--- src/hdl/tcpu_pkg.sv ---
`default_nettype none

package tcpu_pkg;

    // word memory address width, 8 to 16
    localparam int unsigned ADDR_BITS = 16;

    localparam logic [15:0] VIDEO_BASE_RST = 16'h8000;

    // input item kinds
    localparam logic IN_LOAD = 1'b0;
    localparam logic IN_EXEC = 1'b1;

    // instruction opcodes, bits 15..12
    localparam logic [3:0] OP_WMEM = 4'd0;
    localparam logic [3:0] OP_ADD  = 4'd1;
    localparam logic [3:0] OP_SUB  = 4'd2;
    localparam logic [3:0] OP_SKIP = 4'd3;
    localparam logic [3:0] OP_AND  = 4'd4;
    localparam logic [3:0] OP_OR   = 4'd5;
    localparam logic [3:0] OP_XOR  = 4'd6;
    localparam logic [3:0] OP_LSL  = 4'd7;
    localparam logic [3:0] OP_LSR  = 4'd8;
    localparam logic [3:0] OP_ASR  = 4'd9;
    localparam logic [3:0] OP_CALL = 4'd10;
    localparam logic [3:0] OP_JUMP = 4'd11;
    localparam logic [3:0] OP_LETL = 4'd12;
    localparam logic [3:0] OP_LETH = 4'd13;
    localparam logic [3:0] OP_MISC = 4'd15;

    // sub-codes of the misc opcode, bits 7..4
    localparam logic [3:0] SUB_RMEM = 4'd0;
    localparam logic [3:0] SUB_COPY = 4'd1;

    // skip tests, bits 10..8
    localparam logic [2:0] CMP_EQ  = 3'd0;
    localparam logic [2:0] CMP_NE  = 3'd1;
    localparam logic [2:0] CMP_SGT = 3'd2;
    localparam logic [2:0] CMP_SLT = 3'd3;
    localparam logic [2:0] CMP_GT  = 3'd4;
    localparam logic [2:0] CMP_GE  = 3'd5;
    localparam logic [2:0] CMP_LT  = 3'd6;
    localparam logic [2:0] CMP_LE  = 3'd7;

    // result status
    localparam logic [1:0] STAT_EXECUTED = 2'd0;
    localparam logic [1:0] STAT_ILLEGAL  = 2'd1;
    localparam logic [1:0] STAT_LOADED   = 2'd2;

    localparam logic [3:0]  REG_LINK   = 4'd15;
    localparam logic [11:0] JUMP_RET   = 12'h001;
    localparam logic [15:0] LOW_BYTE   = 16'h00ff;

    typedef enum logic [1:0] {
        ST_IDLE,
        ST_DECODE,
        ST_EXEC,
        ST_MEMRD
    } t_state;

    typedef struct packed {
        logic [15:0] next_pc;
        logic [1:0]  status;
        logic        wr;
        logic [3:0]  widx;
        logic [15:0] wval;
        logic        video;
        logic        mem_wr;
        logic        mem_rd;
        logic [15:0] mem_addr;
        logic [15:0] mem_wdata;
    } t_exec;

    // register read on port a: r[d4] for leth, r15 for return, else r[i]
    function automatic logic [3:0] rf_port_a(input logic [15:0] word);
        logic [3:0] addr;
        if (word[15:12] == OP_LETH) begin
            addr = word[11:8];
        end else if (word[15:12] == OP_JUMP) begin
            addr = REG_LINK;
        end else begin
            addr = word[7:4];
        end
        return addr;
    endfunction

endpackage

`default_nettype wire

--- src/hdl/tcpu_alu.sv ---
`default_nettype none

module tcpu_alu import tcpu_pkg::*; (
    input  wire logic [15:0] i_word,
    input  wire logic [15:0] i_pc,
    input  wire logic [15:0] i_ra,
    input  wire logic [15:0] i_rb,
    input  wire logic [15:0] i_video_base,
    output t_exec            o_res
);

    logic [3:0]  op;
    logic [2:0]  d3;
    logic [3:0]  d4;
    logic        k;
    logic [3:0]  fi;
    logic [3:0]  fj;
    logic [7:0]  fb;
    logic [11:0] fc;
    logic [15:0] js;
    logic [15:0] v;
    logic [15:0] lg;
    logic [15:0] sb;
    logic [15:0] pc1;
    logic [3:0]  sh;
    logic        big;
    logic        hit;
    logic        vid;

    always_comb begin
        op  = i_word[15:12];
        d3  = i_word[10:8];
        d4  = i_word[11:8];
        k   = i_word[11];
        fi  = i_word[7:4];
        fj  = i_word[3:0];
        fb  = i_word[7:0];
        fc  = i_word[11:0];
        js  = {{12{fj[3]}}, fj};
        v   = k ? {12'h000, fj} : i_rb;
        lg  = k ? js : i_rb;
        sb  = k ? js : i_rb;
        pc1 = i_pc + 16'd1;
        sh  = v[3:0];
        big = |v[15:4];
        vid = i_rb >= i_video_base;

        hit = 1'b0;
        case (d3)
            CMP_EQ:  hit = i_ra == v;
            CMP_NE:  hit = i_ra != v;
            CMP_SGT: hit = $signed(i_ra) > $signed(sb);
            CMP_SLT: hit = $signed(i_ra) < $signed(sb);
            CMP_GT:  hit = i_ra > v;
            CMP_GE:  hit = i_ra >= v;
            CMP_LT:  hit = i_ra < v;
            default: hit = i_ra <= v;
        endcase

        o_res           = '0;
        o_res.next_pc   = pc1;
        o_res.status    = STAT_EXECUTED;
        o_res.mem_addr  = i_rb;
        o_res.mem_wdata = i_ra;

        unique case (op)
            OP_WMEM: begin
                if (d4 != 4'd0) begin
                    o_res.status = STAT_ILLEGAL;
                end else begin
                    o_res.mem_wr = 1'b1;
                    o_res.video  = vid;
                end
            end
            OP_ADD: begin
                o_res.wr = 1'b1; o_res.widx = {1'b0, d3}; o_res.wval = i_ra + v;
            end
            OP_SUB: begin
                o_res.wr = 1'b1; o_res.widx = {1'b0, d3}; o_res.wval = i_ra - v;
            end
            OP_SKIP: begin
                if (hit) begin
                    o_res.next_pc = i_pc + 16'd2;
                end
            end
            OP_AND: begin
                o_res.wr = 1'b1; o_res.widx = {1'b0, d3}; o_res.wval = i_ra & lg;
            end
            OP_OR: begin
                o_res.wr = 1'b1; o_res.widx = {1'b0, d3}; o_res.wval = i_ra | lg;
            end
            OP_XOR: begin
                o_res.wr = 1'b1; o_res.widx = {1'b0, d3}; o_res.wval = i_ra ^ lg;
            end
            OP_LSL: begin
                o_res.wr = 1'b1; o_res.widx = {1'b0, d3};
                o_res.wval = big ? 16'h0000 : (i_ra << sh);
            end
            OP_LSR: begin
                o_res.wr = 1'b1; o_res.widx = {1'b0, d3};
                o_res.wval = big ? 16'h0000 : (i_ra >> sh);
            end
            OP_ASR: begin
                o_res.wr = 1'b1; o_res.widx = {1'b0, d3};
                o_res.wval = big ? {16{i_ra[15]}} : 16'($signed(i_ra) >>> sh);
            end
            OP_CALL: begin
                o_res.wr      = 1'b1;
                o_res.widx    = REG_LINK;
                o_res.wval    = pc1;
                o_res.next_pc = {fc, 4'h0};
            end
            OP_JUMP: begin
                // port a carries r15 here
                if (fc == JUMP_RET) begin
                    o_res.next_pc = i_ra;
                end else begin
                    o_res.next_pc = i_pc + {{4{fc[11]}}, fc};
                end
            end
            OP_LETL: begin
                o_res.wr = 1'b1; o_res.widx = d4; o_res.wval = {{8{fb[7]}}, fb};
            end
            OP_LETH: begin
                // port a carries r[d4] here
                o_res.wr = 1'b1; o_res.widx = d4;
                o_res.wval = {fb, 8'h00} | (i_ra & LOW_BYTE);
            end
            OP_MISC: begin
                if (fi == SUB_RMEM) begin
                    o_res.wr = 1'b1; o_res.widx = d4;
                    o_res.mem_rd = 1'b1;
                    o_res.video  = vid;
                end else if (fi == SUB_COPY) begin
                    o_res.wr = 1'b1; o_res.widx = d4; o_res.wval = i_rb;
                end else begin
                    o_res.status = STAT_ILLEGAL;
                end
            end
            default: begin
                o_res.status = STAT_ILLEGAL;
            end
        endcase
    end

endmodule

`default_nettype wire

--- config.mk ---
export PLATFORM = sky130hd
export DESIGN_NAME = tcpu_alu
export DESIGN_NICKNAME = d
export VERILOG_FILES = /design/src/hdl/tcpu_pkg.sv /design/src/hdl/tcpu_alu.sv
export SDC_FILE = /design/constraint.sdc
export NUM_CORES = 1
export LEC_CHECK = 0
export ABC_AREA = 1
export BUFFER_PORTS_ARGS = -buffer_cell sky130_fd_sc_hd__buf_2
export CAP_MARGIN = 5
export CELL_PAD_IN_SITES_DETAIL_PLACEMENT = 1
export CELL_PAD_IN_SITES_GLOBAL_PLACEMENT = 2
export CORE_MARGIN = 2
export CORE_UTILIZATION = 29
export DETAILED_ROUTE_END_ITERATION = 8
export PLACE_DENSITY = 0.92
export SLEW_MARGIN = 30
export SYNTH_ARGS = -nofsm -noshare
export SYNTH_HDL_FRONTEND = slang
export SYNTH_SLANG_ARGS = --single-unit
--- constraint.sdc ---
create_clock -name vclk -period 5.9
set_input_delay 1.18 -clock vclk [all_inputs]
set_output_delay 1.18 -clock vclk [all_outputs]
set_load 0.01 [all_outputs]
# Yosys cells after proc, flatten, opt, wreduce, memory -nomap -nowiden

Index checks and enable logic that the tools add are counted.

Flip-flop bits (word level): 0
Logic and storage cells: 72

Shift operators: 3
$add $sub $neg: 5
Reduce and logical (&&, ||, !) cells: 6
Mux-type cells: 23
Eq/ne operators: 24
Bitwise gates (word level): 4
Magnitude comparators: 7

Operators with widths:

| operator                                                               | number |
|---|---|
| 21-bit case mux with 12 select lines                                   | 1 |
| 16-bit two-way mux                                                     | 8 |
| 16-bit case mux with 3 select lines                                    | 1 |
| 16-bit adder                                                           | 2 |
| 16-bit greater-or-equal comparator                                     | 2 |
| 16-bit greater-than comparator                                         | 2 |
| 16-bit less-than comparator                                            | 2 |
| 4-bit equality test (second input constant)                            | 7 |
| 21-bit two-way mux                                                     | 1 |
| 16-bit by 1-bit adder with 16-bit output (second input constant)       | 1 |
| 16-bit by 2-bit adder with 16-bit output (second input constant)       | 1 |
| 16-bit AND                                                             | 1 |
| 16-bit equality test                                                   | 1 |
| 4-bit by 3-bit equality test with 1-bit output (second input constant) | 4 |
| 16-bit <= comparator                                                   | 1 |
| 16-bit inequality test                                                 | 1 |
| 16-bit OR                                                              | 1 |
| 16-bit by 8-bit OR with 16-bit output                                  | 1 |
| 16-bit by 4-bit << shifter with 16-bit output                          | 1 |
| 16-bit by 4-bit >> shifter with 16-bit output                          | 1 |
| 16-bit by 4-bit >>> shifter with 16-bit output                         | 1 |
| 16-bit subtractor                                                      | 1 |
| 16-bit bitwise XOR                                                     | 1 |
| 13-bit OR reduction                                                    | 1 |
| 16 further kinds                                                       | 28 |

# Longest topological paths before layout

Depth after elaboration: 5
Gate-level depth with buffers: 23
Gate-level depth less buffers: 20

# Worst setup path after synthesis

No wires, ideal clock.

Path kind: input-to-output
Start point: input i_word[11]
End point: output o_res[67] (netlist name)
Data arrival time: 3.752 ns
Path slack: 0.968 ns
Stages: 21
Required time: 4.720 ns
Path through: buf_4 o21ai_0 clkbuf_1 buf_2 ha_1 buf_2 nor2_1 nand2_1 nor3_1 nand2_1 nand2_1 nand2_1 nor2_1 nand2_1 inv_2 nand4_4 nand2_4 buf_6 nand2_1 nand3_1 nand3_1

RTL lines:

| what            | RTL line      | RTL |
|---|---|---|
| start, declared | tcpu_alu.sv:4 | `input wire logic [15:0] i_word,` |
| end, declared   | tcpu_alu.sv:9 | `output t_exec o_res` |

==> metrics.csv <==
metric;value;unit
status;complete, no violations;
cell count after placement;1911;
drt first pass iters;5;
multi-input logic area;0.00666;mm²
setup TNS;0;ps
critical path's largest stage delay;490;ps
most common cell in the netlist;nand2_1;
crit path from;i_word[11];
Die W;170;µm
Worst-Margin Slew;961;ps
Cell Area, Synth;0.00796;mm²
Filler cells;3757;
synthesized area per cell;5.44;µm²
Critical Path RT;4720;ps
Setup violations, final;0;
Via-to-Cell Ratio;5.52;
crit path cell chain;clkbuf_4 -> nor2_2 -> inv_2 -> ha_1 -> nand2_1 -> inv_1 -> nand3_1 -> nor2_1 -> nand2_1 -> nand2_1 -> nand2_1 -> nor2_1 -> nand2_1 -> inv_2 -> nand4_4 -> nand2_8 -> nand2_1 -> nand3_1 -> nand3_1 -> buf_2;
DRT antenna net count;0;
core area;0.0270;mm²
row cnt;60;
largest family of logic cells by synthesized area;simple AND/OR/NAND/NOR gates;
dpl hpwl;34500;µm
endpoint class of the critical path;output pin;
Mapped Cells;1465;
fmax;177;MHz
Clock buffer cells;0;
die area;0.0288;mm²
post-synthesis cell type count;57;
drt total wl;40400;µm
Residual DRC;0;
mux cell area share after synthesis;0.377;%
pin count of the biggest net entering global routing;40;
hold crit path type;in2out;
io pins;154;
initial drt markers;957;
critical path's top delay family;simple AND/OR/NAND/NOR gates;
postcts setup bufs;0;
Port Buffer Count;153;
Vias;10600;
first-pass GRT wire length;61000;µm
final sequential cell count;0;
vias in the first global route;10400;
Tmin final;5650;ps
Worst path slowest cell;ha_1;
GRT Total Usage;27.4;%
Stages on worst setup path;20;
Worst Setup Path Type;in2out;
Syn Nets;1666;
Die H;170;µm
nets@finish;1773;
starting density of the core;29.5;%
Layout area overhead;12.3;%
fin crit share;95.7;%
Synth Warn #;0;
final hold vios;0;
post-synthesis simple-gate area fraction;38.1;%
initial antenna violation count;3;
fin worst setup slack;251;ps
total global routing overflow;0;
synth top area cells;ha_1 (19%), nand2_1 (16%), inv_1 (10%);
RSZ-0062 raised after global routing;false;
RD Place Congestion;0.973;
CP arrival;4470;ps
Max Cap Viol;0;
Critical Path Sink;o_res[67];
peak fanout along the critical path;23;
Yosys top cell area share;18.5;%
Max Slew Vio Count;0;
Worst setup SP type;input pin;
Post-Synth Adder-Cell Area;19.3;%
Max-slew headroom;35.7;%
Post-synth top cells;nand2_1 (340), inv_1 (216), nand3_1 (140), nor2_1 (137), ha_1 (118);
xor and xnor fraction of the mapped netlist area;3.08;%
drt wl/cell;21.1;µm
CP Buf/Inv Count;5;
Compound-Gate Fraction of Synth Area;22.3;%
Post-Place Setup Slack;114;ps
most used cell, CP;nand2_1;
layout cells sized above 1;14.4;%
register area;0;µm²
Synth area leader;ha_1;
fin cells;1913;
post-synthesis sequential area ratio;0;%
==> final cells by class <==
| cell class | instances | share of cell area, % |
|---|---|---|
| multi-input cells | 1158 | 74.5 |
| diodes | 2 | 0.0560 |
| inverters | 230 | 9.68 |
| repair buffers | 182 | 11.0 |
| well taps | 341 | 4.77 |
==> timing repair <==
action,CTS,global route
endpoints found under the setup margin,0,21
gates resized for setup,0,5
hold buffers,0,0
==> cells in the final DEF, fill, tap and decap left out, drive strengths merged, types with 14 or more instances in the layout <==
| master | instances |
|---|---|
| nand2 | 343 |
| inv | 229 |
| buf | 181 |
| nor2 | 144 |
| nand3 | 142 |
| o21ai | 125 |
| ha | 118 |
| a21oi | 90 |
| nor3 | 29 |
| xor2 | 23 |
| o211ai | 22 |
| nand4 | 22 |
| o22ai | 14 |
==> logic make-up (layout without fill, tap and decap cells) <==
kind of cell / count (synthesis) / in the layout
compound gates: 308 / 308
xor+xnor: 28 / 28
fa+ha+maj: 121 / 121
buf+inv: 307 / 412
mux: 3 / 3
other cells: 1 / 3
simple gates: 697 / 697
==> worst min-delay path by stage <==
stage | from | slack, ps | end | cells past startpoint
2_1_floorplan | i_word[4] | 2410 | o_res[32] | 1
3_3_place_gp | i_rb[0] | 2560 | o_res[16] | 2
3_5_place_dp | i_rb[0] | 2580 | o_res[16] | 2
4_1_cts | i_rb[0] | 2580 | o_res[16] | 2
5_1_grt | i_rb[0] | 2590 | o_res[16] | 2
6_report | i_rb[0] | 2570 | o_res[16] | 2
==> per-layer routing <==
| layer | part of all wire [%] | GRT usage [%] | up-vias |
|---|---|---|---|
| met2 | 44 | 43.2 | 416 |
| met4 | 4.0 | 9.92 | 2 |
| met1 | 46 | 37.9 | 5021 |
| li1 | - | - | 5033 |
| met5 | 0.027 | 0 | - |
| met3 | 6.4 | 3.64 | 89 |
==> per-stage QoR <==
step	instance area [µm²]	hold slack [ps]	utilization [%]
2_1_floorplan	7960	2410	-
3_3_place_gp	8910	2560	33.1
3_5_place_dp	8910	2580	33.1
4_1_cts	8910	2580	33.1
5_1_grt	8940	2590	33.2
6_report	8940	2570	33.2
