==> src/hdl/tcpu_pkg.sv <==
`default_nettype none

package tcpu_pkg;

    // word memory address width, 8 to 16
    localparam int unsigned ADDR_BITS = 16;

    localparam logic [15:0] VIDEO_BASE_RST = 16'h8000;

    // input item kinds
    localparam logic IN_LOAD = 1'b0;
    localparam logic IN_EXEC = 1'b1;

    // instruction opcodes, bits 15..12
    localparam logic [3:0] OP_WMEM = 4'd0;
    localparam logic [3:0] OP_ADD  = 4'd1;
    localparam logic [3:0] OP_SUB  = 4'd2;
    localparam logic [3:0] OP_SKIP = 4'd3;
    localparam logic [3:0] OP_AND  = 4'd4;
    localparam logic [3:0] OP_OR   = 4'd5;
    localparam logic [3:0] OP_XOR  = 4'd6;
    localparam logic [3:0] OP_LSL  = 4'd7;
    localparam logic [3:0] OP_LSR  = 4'd8;
    localparam logic [3:0] OP_ASR  = 4'd9;
    localparam logic [3:0] OP_CALL = 4'd10;
    localparam logic [3:0] OP_JUMP = 4'd11;
    localparam logic [3:0] OP_LETL = 4'd12;
    localparam logic [3:0] OP_LETH = 4'd13;
    localparam logic [3:0] OP_MISC = 4'd15;

    // sub-codes of the misc opcode, bits 7..4
    localparam logic [3:0] SUB_RMEM = 4'd0;
    localparam logic [3:0] SUB_COPY = 4'd1;

    // skip tests, bits 10..8
    localparam logic [2:0] CMP_EQ  = 3'd0;
    localparam logic [2:0] CMP_NE  = 3'd1;
    localparam logic [2:0] CMP_SGT = 3'd2;
    localparam logic [2:0] CMP_SLT = 3'd3;
    localparam logic [2:0] CMP_GT  = 3'd4;
    localparam logic [2:0] CMP_GE  = 3'd5;
    localparam logic [2:0] CMP_LT  = 3'd6;
    localparam logic [2:0] CMP_LE  = 3'd7;

    // result status
    localparam logic [1:0] STAT_EXECUTED = 2'd0;
    localparam logic [1:0] STAT_ILLEGAL  = 2'd1;
    localparam logic [1:0] STAT_LOADED   = 2'd2;

    localparam logic [3:0]  REG_LINK   = 4'd15;
    localparam logic [11:0] JUMP_RET   = 12'h001;
    localparam logic [15:0] LOW_BYTE   = 16'h00ff;

    typedef enum logic [1:0] {
        ST_IDLE,
        ST_DECODE,
        ST_EXEC,
        ST_MEMRD
    } t_state;

    typedef struct packed {
        logic [15:0] next_pc;
        logic [1:0]  status;
        logic        wr;
        logic [3:0]  widx;
        logic [15:0] wval;
        logic        video;
        logic        mem_wr;
        logic        mem_rd;
        logic [15:0] mem_addr;
        logic [15:0] mem_wdata;
    } t_exec;

    // register read on port a: r[d4] for leth, r15 for return, else r[i]
    function automatic logic [3:0] rf_port_a(input logic [15:0] word);
        logic [3:0] addr;
        if (word[15:12] == OP_LETH) begin
            addr = word[11:8];
        end else if (word[15:12] == OP_JUMP) begin
            addr = REG_LINK;
        end else begin
            addr = word[7:4];
        end
        return addr;
    endfunction

endpackage

`default_nettype wire

==> src/hdl/tcpu_regfile.sv <==
`default_nettype none

module tcpu_regfile import tcpu_pkg::*; (
    input  wire logic        i_clk,
    input  wire logic        i_rst_n,
    input  wire logic        i_rd_en,
    input  wire logic [3:0]  i_rd_a_addr,
    input  wire logic [3:0]  i_rd_b_addr,
    output logic      [15:0] o_rd_a,
    output logic      [15:0] o_rd_b,
    input  wire logic        i_we,
    input  wire logic [3:0]  i_waddr,
    input  wire logic [15:0] i_wdata
);

    logic [15:0] r_mem [16];
    logic [15:0] r_vld;

    // an entry never written since reset reads as zero
    always_ff @(posedge i_clk) begin
        if (!i_rst_n) begin
            r_vld <= '0;
        end else if (i_we) begin
            r_vld[i_waddr] <= 1'b1;
        end
    end

    always_ff @(posedge i_clk) begin
        if (i_we) begin
            r_mem[i_waddr] <= i_wdata;
        end
    end

    always_ff @(posedge i_clk) begin
        if (i_rd_en) begin
            o_rd_a <= r_vld[i_rd_a_addr] ? r_mem[i_rd_a_addr] : 16'h0000;
            o_rd_b <= r_vld[i_rd_b_addr] ? r_mem[i_rd_b_addr] : 16'h0000;
        end
    end

endmodule

`default_nettype wire

==> config.mk <==
export PLATFORM = sky130hd
export DESIGN_NAME = tcpu_regfile
export DESIGN_NICKNAME = d
export VERILOG_FILES = /design/src/hdl/tcpu_pkg.sv /design/src/hdl/tcpu_regfile.sv
export SDC_FILE = /design/constraint.sdc
export NUM_CORES = 1
export LEC_CHECK = 0
export ABC_CLOCK_PERIOD_IN_PS = 2600
export BUFFER_PORTS_ARGS = -buffer_cell sky130_fd_sc_hd__buf_2
export CORE_UTILIZATION = 45
export CTS_CLUSTER_DIAMETER = 30
export CTS_CLUSTER_SIZE = 28
export DETAILED_ROUTE_END_ITERATION = 7
export PLACE_DENSITY = 0.63
export RECOVER_POWER = 25
export SETUP_SLACK_MARGIN = 0.1
export SYNTH_ARGS = -nofsm -noshare
export SYNTH_HDL_FRONTEND = slang
export SYNTH_SLANG_ARGS = --single-unit
==> constraint.sdc <==
create_clock -name i_clk -period 2.6 [get_ports i_clk]
set_clock_uncertainty 0.2 [all_clocks]
set_input_delay 0.39 -clock i_clk [delete_from_list [all_inputs] [get_ports i_clk]]
set_output_delay 0.39 -clock i_clk [all_outputs]
set_load 0.05 [all_outputs]
Word level (Yosys, flattened, before mapping)
Memories as Yosys holds them, arrays and structs flattened. A register that Yosys moved wholly into a read port is not among the register bits.
Index checks and enable logic that the tools add are counted.
- flip-flop bits (word level): 16
- memory bits (writable): 256
- output and inout port bits: 32
- logic and storage cells: 18
- memories: 1
- memories (name ; depth ; bits a word ; read ports ; clocked after Yosys merged registers in ; wr ports ; line ; source):
    r_mem ; 16 ; 16 ; 2 ; 2 ; 1 ; tcpu_regfile.sv:16 ; logic [15:0] r_mem [16];
- order comparisons: 4
- mux-type cells: 8
- bitwise logic cells: 1
- reductions and logical operators: 3
- operators by type and width (kind ; number):
    $or A16 B16 Y16 ; 1
    $lt A4 B5 Y1 const B ; 3
    $bmux W1 S4 ; 2
    $mux W1 ; 5
    $demux W1 S4 ; 1
    $ge A4 B1 Y1 const B ; 1
    $logic_not A1 Y1 ; 2
    $logic_and A1 B1 Y1 ; 1

Depth between registers and ports, before layout
Gate-level depths: netlist of run 1.
- depth in word-level cells: 5
- mapped depth: 6
- mapped depth without buffers: 4

Worst setup path before layout of run 1
No wires, ideal clock.
- kind: input port to flip-flop
- start point: in i_waddr[2]
- end point: mem r_mem[0][0] (enable)
- setup time: 412 ps
- arrival: 2086 ps
- required time: 1988 ps
- path slack: -98 ps
- stages: 2
- path buffers: 0
- cells stage by stage: or3b_2 > nor3_1
- RTL lines (what ; line ; source):
    from (decl) ; tcpu_regfile.sv:12 ; input wire logic [3:0] i_waddr,
    to (decl) ; tcpu_regfile.sv:16 ;
No word-level cell before the write port.

Worst setup path after layout of run 1
- start point: reg r_vld[12]
- end point: reg o_rd_b[3], read port of r_mem, data pin
- longest elaborated chain between the ends: 3
- RTL lines (what ; line ; source):
    from (decl) ; tcpu_regfile.sv:17 ; logic [15:0] r_vld;
    from (signal assigned) ; tcpu_regfile.sv:22 ; r_vld <= '0;
    from (signal, indexed assignment) ; tcpu_regfile.sv:24 ; r_vld[i_waddr] <= 1'b1;
    $bmux W1 S4 ; tcpu_regfile.sv:37 ; o_rd_b <= r_vld[i_rd_b_addr] ? r_mem[i_rd_b_addr] : 16'h0000;
    $mux W1 (not written as such) ; tcpu_regfile.sv:37 ;
    $logic_not A1 Y1 (no line) ; -- ;
    to (decl) ; tcpu_regfile.sv:10 ; output logic [15:0] o_rd_b,
Every way passes these cells. The select of a mux whose other input is x is not followed.
A chain may end at the register's enable or synchronous reset.

==> results.yml, run 1 <==
die:
  core.rowCount: 62
  die_h_um: 175
  io_pins: 64
  dieArea_mm2: 0.0305
  fp.dieW_um: 175
  initial_core_util_pct: 46.2
  core_mm2: 0.0290
detailed_routing:
  wl_per_cell_um: 29.0
  via_count: 7420
  wl_um: 34300
  drtIter0Drc: 810
  detail_route.drc_violations: 0
  ant_nets: 0
  via_per_inst: 6.26
  dr.pass1.iters: 5
clocking:
  htreeDepth: 2
  clock_sinks: 304
  clk_pin_slew_ns: 0.05
  cts_buffers: 57
  ctsResizeCount: 0
  clockBufferDepth: 3
  cts_root_buf: "clkbuf_16"
  tritoncts: "done"
  insertion_delay_ns: 0.55
hold_path:
  hold_path_class: "in2reg"
logic_synthesis:
  synth-seq-area-share_pct: 66.9
  syn_nets: 669
  syn_area_mm2: 0.0134
  yosysWarnings: 0
  syn_inst: 637
  synth.avg_cell_area_um2: 21.0
  synth_seq_cells: 304
  synth.area.top_cells: "edfxtp_1 (65%), mux4_2 (23%), a22oi_1 (3.6%)"
  synth_top_area_share_pct: 64.6
  ys_types: 25
  yosysTopAreaCell: "edfxtp_1"
setup_path:
  path_class: "reg2reg"
  max_stage_delay_ns: 0.47
  path_cells: "mux4_2 -> a22o_4 -> nor2_8 -> a21oi_1"
  r2r_slack_ns: 0.58
  worstSetupEndpointType: "register"
  critPathMaxFanout: 16
  worst_ep_arrival_time_ns: 2.10
  crit_slowest_cell: "mux4_2"
  cp.required_ns: 2.68
  crit_path_start_kind: "register"
timing:
  rsz0062_at_grt: "no"
  timing.fmax_mhz: 494
  tns_ns: 0
  final.period_utilization_pct: 77.8
  slew_headroom_pct: 53.9
  worstMarginPinSlew_ns: 0.691
  finalSetupViolations: 0
  finalHoldViolations: 0
  drv_slew: 0
  fin_crit_ns: 2.02
grt:
  overflow: 0
  grt_pass1_vias: 8032
  grt_pass1_wl_um: 50800
  grt_max_degree: 41
  track_usage_pct: 23.3
  antenna_found_initial: 1
final_layout:
  register_area_mm2: 0.00897
  fin_util_pct: 56.1
  finalNetCount: 789
  multi_input_area_mm2: 0.00418
  diodes: 0
  fillCellCount: 2186
  synthToLayoutAreaGrowth_pct: 21.5
  layout-drive-gt1-share_pct: 43.3
power_and_ir_drop:
  p_sw_share_pct: 21.6
  p_int_w: 0.0104
  clkPwrFrac_pct: 51.8
  p_leak_nw: 5.32
  power.switching_w: 0.00287
  power_density_mw_per_mm2: 817
  vdd.ir_drop.worst_v: 0.000497
  seq_power_share_pct: 41.6
  power_frac_comb_pct: 6.5
placed_design:
  io_buffers: 63
  gp_congestion: 0.758
  dp_hpwl_um: 20400
flow_run:
  maxCapViolCount: 0
outcome:
  outcome: "finished clean"
[Yosys cell counts]
cell,instances
buf_12,1
nor2_1,14
nor2_8,2
nor3_1,4
a21oi_1,22
edfxtp_1,288
a22oi_1,64
nand3b_1,2
a22o_4,2
o21a_1,16
buf_2,14
a21oi_2,10
nand2b_1,2
buf_1,3
nand2_1,1
buf_6,11
a22o_1,2
buf_4,6
and2_1,2
mux4_2,136
nor2b_1,4
dfxtp_1,16
or3b_2,1
clkbuf_1,13
nand3_1,1
[layer usage]
metal  vias to the layer above  track usage [%]  share of wire (%)
met1                      3911             30.6                 40
met2                       368             38.2                 49
met5                         -                0              0.032
met3                        85             4.97                8.0
met4                         2             8.62                2.9
li1                       3054                -                  -
[repair_timing]
action                                 in CTS  in global routing
hold buffers                                1                  0
endpoints found under the hold margin       1                  0
setup buffers                               0                  0
[cell families after synthesis]
| kind of cell | after synthesis | synth area share (%) |
|---|---|---|
| buffers and inverters | 48 | 2.38 |
| AOI/OAI and AO/OA | 116 | 6.35 |
| and+or+nand+nor | 33 | 1.46 |
| DFF | 304 | 66.9 |
| muxes | 136 | 22.9 |
[layout by cell type (no fill, tap or decap)]
master / instances
a22o_1: 2
bufinv_16: 5
a21oi_2: 10
a22o_4: 2
clkbuf_16: 59
nand2b_1: 2
nor2_2: 14
edfxtp_1: 288
nor2b_2: 4
nor3_2: 3
or3b_2: 1
dfxtp_1: 16
nand3_1: 1
inv_6: 3
o21a_1: 16
dlygate4sd3_1: 1
buf_4: 34
buf_12: 13
clkinv_4: 3
buf_2: 47
nor3_4: 1
mux4_2: 136
clkinv_2: 5
nand2_1: 1
clkinv_1: 13
nor2_8: 2
clkbuf_1: 24
and2_1: 2
clkinvlp_4: 5
a22oi_1: 64
nand3b_1: 2
a21oi_1: 22
[critical path, delay by kind of cell (launching register included)]
kind	cells	cell delay, ns
AOI/OAI and AO/OA	2	0.38
muxes	1	0.47
and+or+nand+nor	1	0.38
DFF	1	0.32
[power by group through the flow]
stage	clock (W)	combinational (W)	sequential, W
floorplan	0	0.000491	0.00568
global placement	0	0.000860	0.00561
detailed placement	0	0.000875	0.00562
CTS	0.00696	0.000879	0.00554
global route	0.00720	0.000916	0.00554
finish	0.00689	0.000869	0.00554
[registers in the layout, indices dropped and copies added (netlist names)]
register  flops
o_rd_b       16
o_rd_a       16
r_mem       256
r_vld        16
[final timing paths]
| path | start | end | depth (start not counted) |
|---|---|---|---|
| worst max-delay path | r_vld[12]$_SDFFE_PN0P_ | o_rd_b[3]$_SDFFCE_PN0P_ | 4 |
| worst min-delay path | i_rst_n | r_vld[4]$_SDFFE_PN0P_ | 2 |
| worst max register to register | r_vld[12]$_SDFFE_PN0P_ | o_rd_b[3]$_SDFFCE_PN0P_ | 4 |
| worst min register to register | r_vld[14]$_SDFFE_PN0P_ | r_vld[14]$_SDFFE_PN0P_ | 1 |
[metrics by stage]
step	instance area, um^2	setup WS [ns]	total power, W	hold WS [ns]	std cells
floorplan	13400	0.202	0.00617	0.252	637
global placement	14500	0.270	0.00647	0.276	1081
detailed placement	14500	0.199	0.00650	0.268	1081
CTS	16300	0.573	0.0134	0.00188	1185
global route	16300	0.509	0.0137	0.0241	1185
finish	16300	0.577	0.0133	0.0223	1185
[layout make-up]
cell class / instances / area share, %
Clock buffer: 69 / 9.30
Clock inverter: 34 / 1.93
Multi-Input combinational cell: 285 / 25.7
Sequential cell: 304 / 55.1
Tap cell: 384 / 2.95
Timing Repair Buffer: 109 / 5.00
Note: power is estimated with default switching activity, not from simulation.
==> inputs of run 2 (changes only) <==
- ABC_CLOCK_PERIOD_IN_PS: 2600 -> 2000
- PLACE_DENSITY: 0.63 -> 0.6
- clock period: 2.6 -> 2 ns (I/O delays scaled with it)
==> run 2 against run 1 <==
Flip-flop and latch count unchanged. Hold slack improved by 0.17 ns. Largest cell class unchanged. Cell count increased by 4.1%. First-iteration DRC count unchanged. Critical path depth increased by 1. Design area increased by 5.7%. Sequential power increased by 30%. Register-to-register slack got worse by 0.55 ns. Die area unchanged. Fmax increased by 2.4%. Critical endpoint is now o_rd_b[6]$_SDFFCE_PN0P_. Combinational power increased by 48%.
==> results.yml, run 2 (synthesized netlist as in run 1, its figures left out) <==
outcome:
  outcome: "finished clean"
timing:
  fin_crit_ns: 1.97
  timing.fmax_mhz: 506
  worstMarginPinSlew_ns: 1.14
  worst_slack_ns: 0.0251
  rsz0062_at_grt: "yes"
  final.period_utilization_pct: 98.7
  finalSetupViolations: 0
  slew_headroom_pct: 24.0
  finalHoldViolations: 0
  whs_ns: 0.191
  tns_ns: 0
  drv_slew: 0
grt:
  grt-busiest-layer: "met2"
  grt_pass1_vias: 8228
  met1_usage_pct: 32.8
  grt_pass1_wl_um: 54300
  antenna_found_initial: 1
  use_met3_pct: 5.21
  met2_usage_pct: 41.6
  track_usage_pct: 25.1
  overflow: 0
  grt_max_degree: 45
final_layout:
  finalNetCount: 836
  final_common_cell: "edfxtp_1"
  largest_register_ffs: 256
  fin_cells: 1233
  layout-drive-gt1-share_pct: 49.6
  synthToLayoutAreaGrowth_pct: 28.4
  final_cell_mix: "edfxtp_1 (288), mux4_2 (136), a22oi_1 (61)"
  diodes: 0
  regMostFlops: "r_mem"
clocking:
  htreeDepth: 2
  clk_pin_slew_ns: 0.05
  clock_sinks: 304
  clockBufferDepth: 3
  cts_buffers: 55
  tritoncts: "done"
  insertion_delay_ns: 0.56
  cts_root_buf: "clkbuf_16"
die:
  initial_core_util_pct: 46.2
  fp.dieW_um: 175
  dieArea_mm2: 0.0305
  core.rowCount: 62
  io_pins: 64
  die_h_um: 175
  core_mm2: 0.0290
setup_path:
  crit_path_start_kind: "register"
  crit-reg2reg-launch: "r_vld[0]$_SDFFE_PN0P_"
  worst_ep_arrival_time_ns: 2.05
  worstSetupStartpoint: "r_vld[0]$_SDFFE_PN0P_"
  rr_worst_depth: 5
  cp-endpoint: "o_rd_b[6]$_SDFFCE_PN0P_"
  timing.rr.end: "o_rd_b[6]$_SDFFCE_PN0P_"
  worstSetupEndpointType: "register"
  r2r_slack_ns: 0.03
  path_class: "reg2reg"
  cp.required_ns: 2.08
  critPathMaxFanout: 6
placed_design:
  place_ws_ns: -0.214
  gp_congestion: 0.768
  dp.cells: 1113
  dp_hpwl_um: 22400
  io_buffers: 63
power_and_ir_drop:
  vdd.ir_drop.worst_v: 0.000597
  power_density_mw_per_mm2: 1040
  finalPower_w: 0.0179
  p_leak_nw: 5.70
hold_path:
  hold_path_class: "in2reg"
detailed_routing:
  wl_per_cell_um: 30.1
  drtIter0Drc: 810
  via_per_inst: 6.24
  dr.pass1.iters: 5
  via_count: 7699
  detail_route.drc_violations: 0
  ant_nets: 0
  wl_um: 37200
flow_run:
  maxCapViolCount: 0
run 2: changes by cell type in the layout (fill, tap and decap cells not counted), moves of 4 or more:
cell,change
a21oi_1,-21
clkinv_1,-4
bufinv_16,+4
buf_12,+18
dlygate4sd3_1,+16
buf_2,+6
a21oi_2,+13
buf_4,+12
clkbuf_1,-10
a21oi_4,+8
run 2: worst min path at each step:
| stage | from | to | slack, ns | cells past startpoint |
|---|---|---|---|---|
| 2_1_floorplan | i_wdata[0] | r_mem[0][0]$_DFFE_PP_ | 0.20 | 0 |
| 3_3_place_gp | r_vld[14]$_SDFFE_PN0P_ | r_vld[14]$_SDFFE_PN0P_ | 0.27 | 1 |
| 3_5_place_dp | r_vld[3]$_SDFFE_PN0P_ | r_vld[3]$_SDFFE_PN0P_ | 0.28 | 1 |
| 4_1_cts | i_rd_en | o_rd_b[2]$_SDFFCE_PN0P_ | 0.03 | 2 |
| 5_1_grt | i_waddr[0] | r_mem[8][8]$_DFFE_PP_ | 0.19 | 3 |
| 6_report | i_waddr[0] | r_mem[8][5]$_DFFE_PP_ | 0.19 | 3 |
run 2: area by class of cell:
cell class                      instances  area (um^2)
Clock buffer                           63         1450
Multi-Input combinational cell        285         4370
Sequential cell                       304         8970
Timing Repair Buffer                  158         1480
Clock inverter                         39          458
Tap cell                              384          480
Fill cell                            2087        11800
run 2: routing by layer:
| layer | vias up | part of all wire [%] |
|---|---|---|
| met2 | 376 | 50 |
| li1 | 3158 | - |
| met4 | 2 | 3.3 |
| met5 | - | 0.035 |
| met1 | 4081 | 38 |
| met3 | 82 | 7.9 |
run 2: timing repair:
action,4_1_cts,5_1_grt
resized for setup,7,16
cloned,0,1
pin swaps,3,2
buffers inserted,0,0
setup endpoints to repair,30,32
endpoints found under the hold margin,272,0
hold buffers,17,0
run 2: per-stage QoR:
stage                     instance area [um^2]  util (%)
after global routing                     17200      59.3
final                                    17200      59.3
after CTS                                17100      59.0
after global placement                   15000      51.8
after detailed placement                 15000      51.8
after floorplan                          13600         -
run 2: critical path, cell delays in order (launching register included):
cell	delay [ns]
dfxtp_1	0.33
mux4_2	0.48
a22o_4	0.29
nor2_8	0.18
buf_12	0.17
a21oi_4	0.05
run 2: power breakdown:
group | total, W | switching (W) | internal [W]
Sequential | 0.00719 | 0.0000659 | 0.00713
Clock | 0.00943 | 0.00309 | 0.00634
Combinational | 0.00129 | 0.000728 | 0.000560
==> inputs of run 3 (changes only) <==
- ABC_AREA: default -> 1
==> run 3 against run 2 <==
First-iteration DRC count rose by 130%. Design area rose by 17%. Register-to-register slack improved by 0.30 ns. Fmax is 5.9% higher. Power is 22% higher. Combinational power is 47% higher. Synthesized cell count increased to 2.9 times the previous value.
==> results.yml, run 3 <==
logic_synthesis:
  ys_types: 18
  synth-seq-area-share_pct: 56.4
  synth_flop_cell: "edfxtp_1"
  synth_enable_flop_cells: 288
  synth.most_common_cell: "nand2_1"
  yosysTopAreaCell: "edfxtp_1"
  synthArstFlopShare_pct: 0
  syn_area_mm2: 0.0159
  synth_seq_cells: 304
  synth.area.top_cells: "edfxtp_1 (54%), nand3_1 (15%), nand2_1 (15%)"
  netlist_top_cells_count: "nand2_1 (618), nand3_1 (476), inv_1 (318), edfxtp_1 (288), buf_2 (50)"
  syn_inst: 1876
  syn_nets: 1908
  synth_top_area_share_pct: 54.4
  synth.avg_cell_area_um2: 8.48
  yosysWarnings: 0
setup_path:
  critPathMaxFanout: 1
  worst_ep_arrival_time_ns: 1.37
  max_stage_delay_ns: 0.44
  cp.required_ns: 1.50
  path_class: "reg2out"
  cp.depth: 1
  path_cells: "buf_2"
  critPathBufInv: 1
  worstSetupEndpointType: "primary output"
  crit_family: "flip-flops"
  crit_path_start_kind: "register"
  crit_slowest_cell: "edfxtp_1"
  rr_worst_depth: 9
power_and_ir_drop:
  p_leak_nw: 9.20
  clkPwrFrac_pct: 58.2
  power_density_mw_per_mm2: 1090
  seq_power_share_pct: 33.1
  p_sw_share_pct: 24.2
  power.switching_w: 0.00531
  p_int_w: 0.0166
  vdd.ir_drop.worst_v: 0.000690
  power_frac_comb_pct: 8.7
clocking:
  cts_root_buf: "clkbuf_16"
  clock_sinks: 304
  cts_setup_buffers: 0
  cts_buffers: 77
  htreeDepth: 3
  tritoncts: "done"
  insertion_delay_ns: 0.59
  clockBufferDepth: 3
  clk_pin_slew_ns: 0.04
detailed_routing:
  ant_nets: 0
  via_per_inst: 5.46
  via_count: 13773
  dr.pass1.iters: 8
  drtIter0Drc: 1860
  wl_um: 51400
  wl_per_cell_um: 20.4
  detail_route.drc_violations: 0
die:
  core.rowCount: 68
  core_mm2: 0.0346
  die_h_um: 190
  dieArea_mm2: 0.0361
  fp.dieW_um: 190
  io_pins: 64
  initial_core_util_pct: 45.9
placed_design:
  dp.cells: 2352
  io_buffers: 63
  dp_hpwl_um: 28200
  gp_congestion: 0.860
timing:
  finalSetupViolations: 0
  drv_slew: 0
  tns_ns: 0
  finalHoldViolations: 0
  worstMarginPinSlew_ns: 0.790
  fin_crit_ns: 1.87
  final.period_utilization_pct: 93.3
  timing.fmax_mhz: 536
  slew_headroom_pct: 47.3
  rsz0062_at_grt: "no"
grt:
  grt_pass1_vias: 13369
  grt_max_degree: 52
  track_usage_pct: 29.0
  antenna_found_initial: 1
  overflow: 0
  grt_pass1_wl_um: 77300
final_layout:
  final_common_cell: "nand2_1"
  regMostFlops: "r_mem"
  final_cell_mix: "nand2_1 (618), nand3_1 (476), inv_1 (318)"
  synthToLayoutAreaGrowth_pct: 26.1
  largest_register_ffs: 256
  fin_cells: 2521
  fin_util_pct: 57.9
  finalNetCount: 2034
  layout-drive-gt1-share_pct: 12.7
flow_run:
  maxCapViolCount: 0
outcome:
  outcome: "finished clean"
hold_path:
  min_path_cells: 5
  hold_path_class: "in2reg"
## run 3: power groups by stage
stage                     Clock, W  Combinational [W]  Sequential, W
final                       0.0127            0.00190        0.00725
after global routing        0.0132            0.00206        0.00725
after CTS                   0.0128            0.00188        0.00724
after detailed placement         0            0.00183        0.00735
after global placement           0            0.00182        0.00735
after floorplan                  0           0.000994        0.00751
## run 3: worst reg2reg max path: cells and delay by family (launching register included)
kind | cells | cell delay [ns]
flip-flops | 1 | 0.29
AND/OR/NAND/NOR | 6 | 0.55
buffers and inverters | 3 | 0.38
## run 3: repair_timing
item | in CTS | in global routing
hold endpoints to repair | 288 | 0
hold buffers | 26 | 0
setup endpoints to repair | 0 | 1
gates resized for setup | 0 | 1
## run 3: kinds of logic (layout without fill, tap and decap cells)
family                 after synthesis  after routing  synth area share, %
AOI/OAI and AO/OA                    8              8                0.283
buffers and inverters              437            626                 12.9
DFF                                304            304                 56.4
other                                0              1                    0
and+or+nand+nor                   1127           1127                 30.4
## run 3: cell type report
class	instances	area [um^2]
fillers	2966	14600
flip-flops and latches	304	8970
multi-input cells	1135	4960
clock buffers	91	2030
repair buffers	156	1630
inverters	328	1240
clock inverters	51	658
well taps	455	569
diodes	1	2.50
## run 3: per-stage QoR
step / power, W / area (um^2) / setup WS [ns] / hold WS (ns)
2_1_floorplan: 0.00850 / 15900 / -0.304 / 0.199
3_3_place_gp: 0.00916 / 17100 / 0.0191 / 0.249
3_5_place_dp: 0.00918 / 17100 / 0.0141 / 0.253
4_1_cts: 0.0220 / 20100 / 0.104 / 0.204
5_1_grt: 0.0225 / 20100 / 0.109 / 0.219
6_report: 0.0219 / 20100 / 0.134 / 0.244
## run 3: path summary, 6_finish.rpt
| check | endpoint | startpoint | slack [ns] |
|---|---|---|---|
| setup / recovery | o_rd_b[9] | o_rd_b[9]$_SDFFCE_PN0P_ | 0.13 |
| hold / removal | o_rd_a[14]$_SDFFCE_PN0P_ | i_rd_a_addr[3] | 0.24 |
| setup reg to reg | o_rd_a[6]$_SDFFCE_PN0P_ | r_vld[6]$_SDFFE_PN0P_ | 0.33 |
| hold reg to reg | r_vld[0]$_SDFFE_PN0P_ | r_vld[0]$_SDFFE_PN0P_ | 0.26 |
## run 3: metal layers
metal	vias up	global-route usage [%]	wire length, um
met4	0	12.5	1470
met3	115	6.51	5990
li1	6319	-	-
met1	6454	40.4	21100
met5	-	0	0
met2	885	43.3	22800
